## src/rtl/ied_pkg.sv

```systemverilog
package ied_pkg;

   localparam int COORD_WIDTH = 16;
   localparam int DIST_WIDTH  = 17;

   // Pipeline control handed from the top level to every stage.
   typedef struct packed {
      logic advance;
      logic valid;
   } stage_ctl_type;

endpackage

```

## src/rtl/ied_req_if.sv

```systemverilog
interface ied_req_if #(
   parameter int COORD_WIDTH = ied_pkg::COORD_WIDTH
);
   logic                          valid;
   logic                          ready;
   logic signed [COORD_WIDTH-1:0] first_x;
   logic signed [COORD_WIDTH-1:0] first_y;
   logic signed [COORD_WIDTH-1:0] second_x;
   logic signed [COORD_WIDTH-1:0] second_y;

   modport source (output valid, first_x, first_y, second_x, second_y, input ready);
   modport sink   (input valid, first_x, first_y, second_x, second_y, output ready);
endinterface

```

## src/rtl/ied_rsp_if.sv

```systemverilog
interface ied_rsp_if;
   logic                            valid;
   logic                            ready;
   logic [ied_pkg::DIST_WIDTH-1:0]  distance;

   modport source (output valid, distance, input ready);
   modport sink   (input valid, distance, output ready);
endinterface

```

## src/rtl/ied_front.sv

```systemverilog
module ied_front #(
   parameter int COORD_WIDTH = ied_pkg::COORD_WIDTH
) (
   input  logic                            clock,
   input  logic                            reset,
   input  ied_pkg::stage_ctl_type          ctl_in,
   input  logic signed [COORD_WIDTH-1:0]   first_x,
   input  logic signed [COORD_WIDTH-1:0]   first_y,
   input  logic signed [COORD_WIDTH-1:0]   second_x,
   input  logic signed [COORD_WIDTH-1:0]   second_y,
   output logic                            valid_out,
   output logic [2*COORD_WIDTH+1:0]        sum_out
);
   localparam int DiffWidth = COORD_WIDTH + 1;
   localparam int SqWidth   = 2 * COORD_WIDTH + 2;

   logic signed [DiffWidth-1:0] dx;
   logic signed [DiffWidth-1:0] dy;
   logic [DiffWidth-1:0]        adx_in, ady_in, adx_ff, ady_ff;
   logic [SqWidth-1:0]          sqx_in, sqy_in, sqx_ff, sqy_ff;
   logic [SqWidth-1:0]          sum_in, sum_ff;
   logic [2:0]                  valid_ff;

   assign dx = {first_x[COORD_WIDTH-1], first_x} - {second_x[COORD_WIDTH-1], second_x};
   assign dy = {first_y[COORD_WIDTH-1], first_y} - {second_y[COORD_WIDTH-1], second_y};

   assign adx_in = dx[DiffWidth-1] ? DiffWidth'(-dx) : DiffWidth'(dx);
   assign ady_in = dy[DiffWidth-1] ? DiffWidth'(-dy) : DiffWidth'(dy);

   assign sqx_in = SqWidth'(adx_ff) * SqWidth'(adx_ff);
   assign sqy_in = SqWidth'(ady_ff) * SqWidth'(ady_ff);

   assign sum_in = sqx_ff + sqy_ff;

   always_ff @(posedge clock) begin
      if (reset) begin
         valid_ff <= '0;
      end else if (ctl_in.advance) begin
         valid_ff <= {valid_ff[1:0], ctl_in.valid};
      end
   end

   always_ff @(posedge clock) begin
      if (ctl_in.advance) begin
         adx_ff <= adx_in;
         ady_ff <= ady_in;
         sqx_ff <= sqx_in;
         sqy_ff <= sqy_in;
         sum_ff <= sum_in;
      end
   end

   assign valid_out = valid_ff[2];
   assign sum_out   = sum_ff;
endmodule

```

## src/rtl/ied_sqrt_step.sv

```systemverilog
module ied_sqrt_step #(
   parameter int ROOT_WIDTH = ied_pkg::COORD_WIDTH + 1
) (
   input  logic                       clock,
   input  logic                       reset,
   input  ied_pkg::stage_ctl_type     ctl_in,
   input  logic [2*ROOT_WIDTH-1:0]    rad_in,
   input  logic [ROOT_WIDTH+1:0]      rem_in,
   input  logic [ROOT_WIDTH-1:0]      root_in,
   output logic                       valid_out,
   output logic [2*ROOT_WIDTH-1:0]    rad_out,
   output logic [ROOT_WIDTH+1:0]      rem_out,
   output logic [ROOT_WIDTH-1:0]      root_out
);
   localparam int WorkWidth = ROOT_WIDTH + 4;

   logic [WorkWidth-1:0]      acc;
   logic [WorkWidth-1:0]      trial;
   logic                      take;
   logic                      valid_ff;
   logic [2*ROOT_WIDTH-1:0]   rad_ff;
   logic [ROOT_WIDTH+1:0]     rem_in_next, rem_ff;
   logic [ROOT_WIDTH-1:0]     root_in_next, root_ff;

   // One result bit per stage: bring down two radicand bits and try 4r+1.
   assign acc   = {rem_in, rad_in[2*ROOT_WIDTH-1 -: 2]};
   assign trial = {2'b00, root_in, 2'b01};
   assign take  = acc >= trial;

   assign rem_in_next  = take ? (ROOT_WIDTH+2)'(acc - trial) : (ROOT_WIDTH+2)'(acc);
   assign root_in_next = {root_in[ROOT_WIDTH-2:0], take};

   always_ff @(posedge clock) begin
      if (reset) begin
         valid_ff <= 1'b0;
      end else if (ctl_in.advance) begin
         valid_ff <= ctl_in.valid;
      end
   end

   always_ff @(posedge clock) begin
      if (ctl_in.advance) begin
         rad_ff  <= {rad_in[2*ROOT_WIDTH-3:0], 2'b00};
         rem_ff  <= rem_in_next;
         root_ff <= root_in_next;
      end
   end

   assign valid_out = valid_ff;
   assign rad_out   = rad_ff;
   assign rem_out   = rem_ff;
   assign root_out  = root_ff;
endmodule

```

## src/rtl/integer_euclidean_distance.sv

```systemverilog
// Throughput: one transaction per cycle unless the response is stalled; the three front
// stages (difference, square, sum) are followed by one register stage per root bit.
// A stalled response freezes the whole pipeline, so nothing is lost or repeated.
// Reset is synchronous and active high; it clears the valid bits only.
module integer_euclidean_distance #(
   parameter int COORD_WIDTH = ied_pkg::COORD_WIDTH
) (
   input  logic         clock,
   input  logic         reset,
   ied_req_if.sink      req_chan,
   ied_rsp_if.source    rsp_chan
);
   localparam int RootWidth = COORD_WIDTH + 1;
   localparam int DistWidth = ied_pkg::DIST_WIDTH;

   ied_pkg::stage_ctl_type   front_ctl;
   logic                     advance;
   logic                     front_valid;
   logic [2*RootWidth-1:0]   front_sum;

   logic                     valid_w [RootWidth+1];
   logic [2*RootWidth-1:0]   rad_w   [RootWidth+1];
   logic [RootWidth+1:0]     rem_w   [RootWidth+1];
   logic [RootWidth-1:0]     root_w  [RootWidth+1];

   assign advance        = !rsp_chan.valid || rsp_chan.ready;
   assign req_chan.ready = advance;

   assign front_ctl.advance = advance;
   assign front_ctl.valid   = req_chan.valid;

   ied_front #(
      .COORD_WIDTH (COORD_WIDTH)
   ) u_front (
      .clock     (clock),
      .reset     (reset),
      .ctl_in    (front_ctl),
      .first_x   (req_chan.first_x),
      .first_y   (req_chan.first_y),
      .second_x  (req_chan.second_x),
      .second_y  (req_chan.second_y),
      .valid_out (front_valid),
      .sum_out   (front_sum)
   );

   assign valid_w[0] = front_valid;
   assign rad_w[0]   = front_sum;
   assign rem_w[0]   = '0;
   assign root_w[0]  = '0;

   for (genvar k = 0; k < RootWidth; k++) begin : g_step
      ied_pkg::stage_ctl_type step_ctl;

      assign step_ctl.advance = advance;
      assign step_ctl.valid   = valid_w[k];

      ied_sqrt_step #(
         .ROOT_WIDTH (RootWidth)
      ) u_step (
         .clock     (clock),
         .reset     (reset),
         .ctl_in    (step_ctl),
         .rad_in    (rad_w[k]),
         .rem_in    (rem_w[k]),
         .root_in   (root_w[k]),
         .valid_out (valid_w[k+1]),
         .rad_out   (rad_w[k+1]),
         .rem_out   (rem_w[k+1]),
         .root_out  (root_w[k+1])
      );
   end

   assign rsp_chan.valid    = valid_w[RootWidth];
   assign rsp_chan.distance = DistWidth'(root_w[RootWidth]);
endmodule

```

## src/flat_wrapper.sv

```systemverilog
// flat-port wrapper written by rule: the top's interface ports become plain ports
module integer_euclidean_distance_flat 
#(
   parameter int COORD_WIDTH = ied_pkg::COORD_WIDTH
)
  (clock, reset, req_chan_valid, req_chan_first_x, req_chan_first_y, req_chan_second_x, req_chan_second_y, req_chan_ready, rsp_chan_valid, rsp_chan_distance, rsp_chan_ready);
  ied_req_if #(.COORD_WIDTH(COORD_WIDTH)) req_chan_i ();
  ied_rsp_if rsp_chan_i ();
  input  logic clock;
  input  logic reset;
  input wire logic [$bits(req_chan_i.valid)-1:0] req_chan_valid;
  input wire logic [$bits(req_chan_i.first_x)-1:0] req_chan_first_x;
  input wire logic [$bits(req_chan_i.first_y)-1:0] req_chan_first_y;
  input wire logic [$bits(req_chan_i.second_x)-1:0] req_chan_second_x;
  input wire logic [$bits(req_chan_i.second_y)-1:0] req_chan_second_y;
  output wire logic [$bits(req_chan_i.ready)-1:0] req_chan_ready;
  output wire logic [$bits(rsp_chan_i.valid)-1:0] rsp_chan_valid;
  output wire logic [$bits(rsp_chan_i.distance)-1:0] rsp_chan_distance;
  input wire logic [$bits(rsp_chan_i.ready)-1:0] rsp_chan_ready;
  assign req_chan_i.valid = req_chan_valid;
  assign req_chan_i.first_x = req_chan_first_x;
  assign req_chan_i.first_y = req_chan_first_y;
  assign req_chan_i.second_x = req_chan_second_x;
  assign req_chan_i.second_y = req_chan_second_y;
  assign req_chan_ready = req_chan_i.ready;
  assign rsp_chan_valid = rsp_chan_i.valid;
  assign rsp_chan_distance = rsp_chan_i.distance;
  assign rsp_chan_i.ready = rsp_chan_ready;
  integer_euclidean_distance #(.COORD_WIDTH(COORD_WIDTH)) u_core (.clock(clock), .reset(reset), .req_chan(req_chan_i), .rsp_chan(rsp_chan_i));
endmodule
```

## config.mk

```make
export PLATFORM = sky130hd
export DESIGN_NAME = integer_euclidean_distance_flat
export DESIGN_NICKNAME = d
export VERILOG_FILES = /design/src/rtl/ied_pkg.sv /design/src/rtl/ied_req_if.sv /design/src/rtl/ied_rsp_if.sv /design/src/rtl/ied_front.sv /design/src/rtl/ied_sqrt_step.sv /design/src/rtl/integer_euclidean_distance.sv /design/src/flat_wrapper.sv
export SDC_FILE = /design/constraint.sdc
export NUM_CORES = 2
export LEC_CHECK = 0
export CAP_MARGIN = 20
export CORE_UTILIZATION = 60
export CTS_BUF_LIST = sky130_fd_sc_hd__clkbuf_4
export DETAILED_ROUTE_END_ITERATION = 8
export DONT_BUFFER_PORTS = 1
export PLACE_DENSITY = 0.85
export REMOVE_ABC_BUFFERS = 1
export SKIP_CTS_REPAIR_TIMING = 1
export SLEW_MARGIN = 20
export SYNTH_ARGS = -nofsm -noshare
export SYNTH_HDL_FRONTEND = slang
export SYNTH_SLANG_ARGS = --single-unit
```

## constraint.sdc

```tcl
create_clock -name clock -period 30.2 [get_ports clock]
set_input_delay 3.02 -clock clock [delete_from_list [all_inputs] [get_ports clock]]
set_output_delay 3.02 -clock clock [all_outputs]
set_load 0.02 [all_outputs]
```

==> impl_metrics.tcl <==
set metrics [dict create \
    status "finished, final reports clean" \
    h-tree-depth 4 \
    fin_skew_ns 0.0745 \
    worstPathArrival_ns 7.93 \
    ioPinCount 87 \
    crit_family "adder cells" \
    synth_top_area_share 0.447 \
    yosysTopAreaCell "edfxtp_1" \
    finalMaxSlewViolations 0 \
    dieArea_um2 95400 \
    synth_edf_count 841 \
    critPathMaxFanout 18 \
    cp_data_required_time_ns 31.00 \
    port_buffers 0 \
    relSlewSlack 0.295 \
    syn-instance-count 4949 \
    yosysMostFrequentCell "inv_1" \
    core_area_um2 93300 \
    clkTransAtPathRegs_ns 0.07 \
    cts_num_sinks 861 \
    grt_max_degree 194 \
    drc 0 \
    seq_area_um2 25700 \
    hold_violations 0 \
    track_usage 0.221 \
    ys_ff_latch 861 \
    die_w_um 309 \
    cts_tree "done" \
    antenna_found_initial 2 \
    routedWlPerCell_um 15.7 \
    grt_pass1_wl_mm 171 \
    cp-end-kind "register" \
    synth_area_leaders "edfxtp_1, fa_1, ha_1" \
    die_height_um 309 \
    cp_num_buf_inv 5 \
    grt_most_used_layer "met2" \
    drt_iter0_markers 2116 \
    setup_tns_ns 0 \
    routabilityCongestion 0.892 \
    synthesis.area_um2 56500 \
    ys.flop_type "edfxtp_1" \
    wl_mm 102 \
    grt_use_met2 0.420 \
    min_period_ns 7.13 \
    ys_warn_count 0 \
    timing.hold.ws_ns 0.381 \
    syn_area_per_cell_um2 11.4 \
    tightest_slew_ns 1.06 \
    yosysUniqueCellTypes 77 \
    dr.pass1.iters 6 \
    layout.nets 5986 \
    clk_latency_ns 1.09 \
    fp-row-count 112 \
    setup_viol_count_final 0 \
    fmax_mhz 140 \
    startpoint_type "register" \
    num_vias 35600 \
    design_area_um2 60600 \
    syn2layout_area_growth_pct 7.21 \
    path_cells "nand2_1 -> fa_1 -> inv_1 -> fa_1 -> inv_1 -> fa_1 -> inv_1 -> ha_1 -> fa_1 -> inv_1 -> fa_1 -> inv_1 -> ha_1 -> a2111o_1 -> o211a_1 -> a2bb2oi_1 -> a41oi_1 -> a211oi_1 -> a211oi_1 -> o21ai_0 -> a21oi_1 -> xnor2_1" \
    vias_per_cell 5.48 \
    initial_core_util 0.605 \
    antenna_left 0 \
    cts_made_buffers 210 \
    hold_class "reg -> reg" \
    path_class "reg -> reg" \
    ys_seq_area_frac 0.454 \
    final_layout_size_suffix_gt1_frac 0.0768 \
    synthArstFlopShare 0 \
    met1_usage 0.227 \
    root_buffer "clkbuf_4" \
    slowest_delay_ns 0.82 \
    rsz0062_at_grt "no" \
    drv_cap 0 \
    clockBufferDepth 3 \
    multi_input_area_um2 27300 \
    hpwl_mm 75.8 \
    place_area_um2 57800 \
    overflow 0 \
    nFillCells 6683 \
    synth.top_cells.by_count "inv_1, edfxtp_1, ha_1" \
    fin_crit_sh 0.236 \
    grtUsageMet3 0.0401 \
    grt_pass1_vias 37800 \
    critPathSlowestCell "edfxtp_1" \
]
sequential cells by signal, indices dropped and copies added (netlist names), 17 cells and up:
name and cells:
u_core.g_step.u_step.root_out 153, u_core.u_front.sum_out 34, u_core.g_step.u_step.rad_out 272, u_core.u_front.adx_ff 17, u_core.u_front.sqx_ff 33, u_core.g_step.u_step.valid_out 17, u_core.u_front.ady_ff 17, u_core.u_front.sqy_ff 33
u_core.g_step.u_step.rem_out 282
area by class of cell:
class / count / area share
diodes: 5 / 0.000207
clock buffers: 294 / 0.0364
clock inverters: 86 / 0.00878
inverters: 850 / 0.0528
multi-input cells: 3142 / 0.450
flip-flops and latches: 861 / 0.424
well taps: 1254 / 0.0259
repair buffers: 11 / 0.00198
cells by family after synthesis:
group                    after synthesis  share of synthesized area
AO/OA/AOI/OAI                        721                     0.0793
XOR/XNOR                             364                     0.0566
adder cells (fa/ha/maj)              842                      0.238
buffers and inverters                946                     0.0632
flip-flops                           861                      0.454
multiplexers                          32                    0.00620
other                                  1                  0.0000664
AND/OR/NAND/NOR                     1182                      0.103
layout by cell type, fill, tap and decap left out, types with 20 or more instances in the layout:
cell	instances
a21o_1	90
a21oi_1	237
a31oi_1	25
and2_1	123
clkbuf_4	294
clkinv_1	61
dfxtp_1	20
edfxtp_1	841
fa_1	386
ha_1	456
inv_1	849
mux2_2	24
nand2_1	407
nand2b_1	57
nand3_1	53
nand4_1	30
nor2_1	219
nor2b_1	45
nor3_1	84
nor4_1	31
o21a_1	51
o21ai_0	166
o21bai_1	28
o31ai_1	20
or2_2	25
or3_1	25
xnor2_1	228
xor2_1	135
worst paths after layout:
check | startpoint | slack, ns | to | cells past startpoint
worst max register to register | u_core.u_front.adx_ff[2]$_DFFE_PP_ | 23.07 | u_core.u_front.sqx_ff[30]$_DFFE_PP_ | 22
worst min register to register | u_core.g_step[0].u_step.rad_out[20]$_DFFE_PP_ | 0.38 | u_core.g_step[1].u_step.rad_out[22]$_DFFE_PP_ | 0
worst min-delay path | u_core.g_step[0].u_step.rad_out[20]$_DFFE_PP_ | 0.38 | u_core.g_step[1].u_step.rad_out[22]$_DFFE_PP_ | 0
worst max-delay path | u_core.u_front.adx_ff[2]$_DFFE_PP_ | 23.07 | u_core.u_front.sqx_ff[30]$_DFFE_PP_ | 22
layer usage:
| metal | vias to the layer above | part of all wire |
|---|---|---|
| met1 | 17200 | 0.37 |
| met5 | - | 0 |
| met3 | 304 | 0.041 |
| met2 | 990 | 0.55 |
| met4 | 0 | 0.046 |
| li1 | 17100 | - |
metrics by stage:
stage | std cells | utilization | setup WS [ns]
after floorplan | 4853 | - | 7.40
after global placement | 6118 | 0.620 | 23.30
after detailed placement | 6118 | 0.620 | 23.12
after CTS | 6498 | 0.649 | 23.08
after global routing | 6503 | 0.649 | 22.73
final | 6503 | 0.649 | 23.07
Power is not shown: default switching activity piles up to over one toggle a cycle in this logic, so the estimate is an artifact.
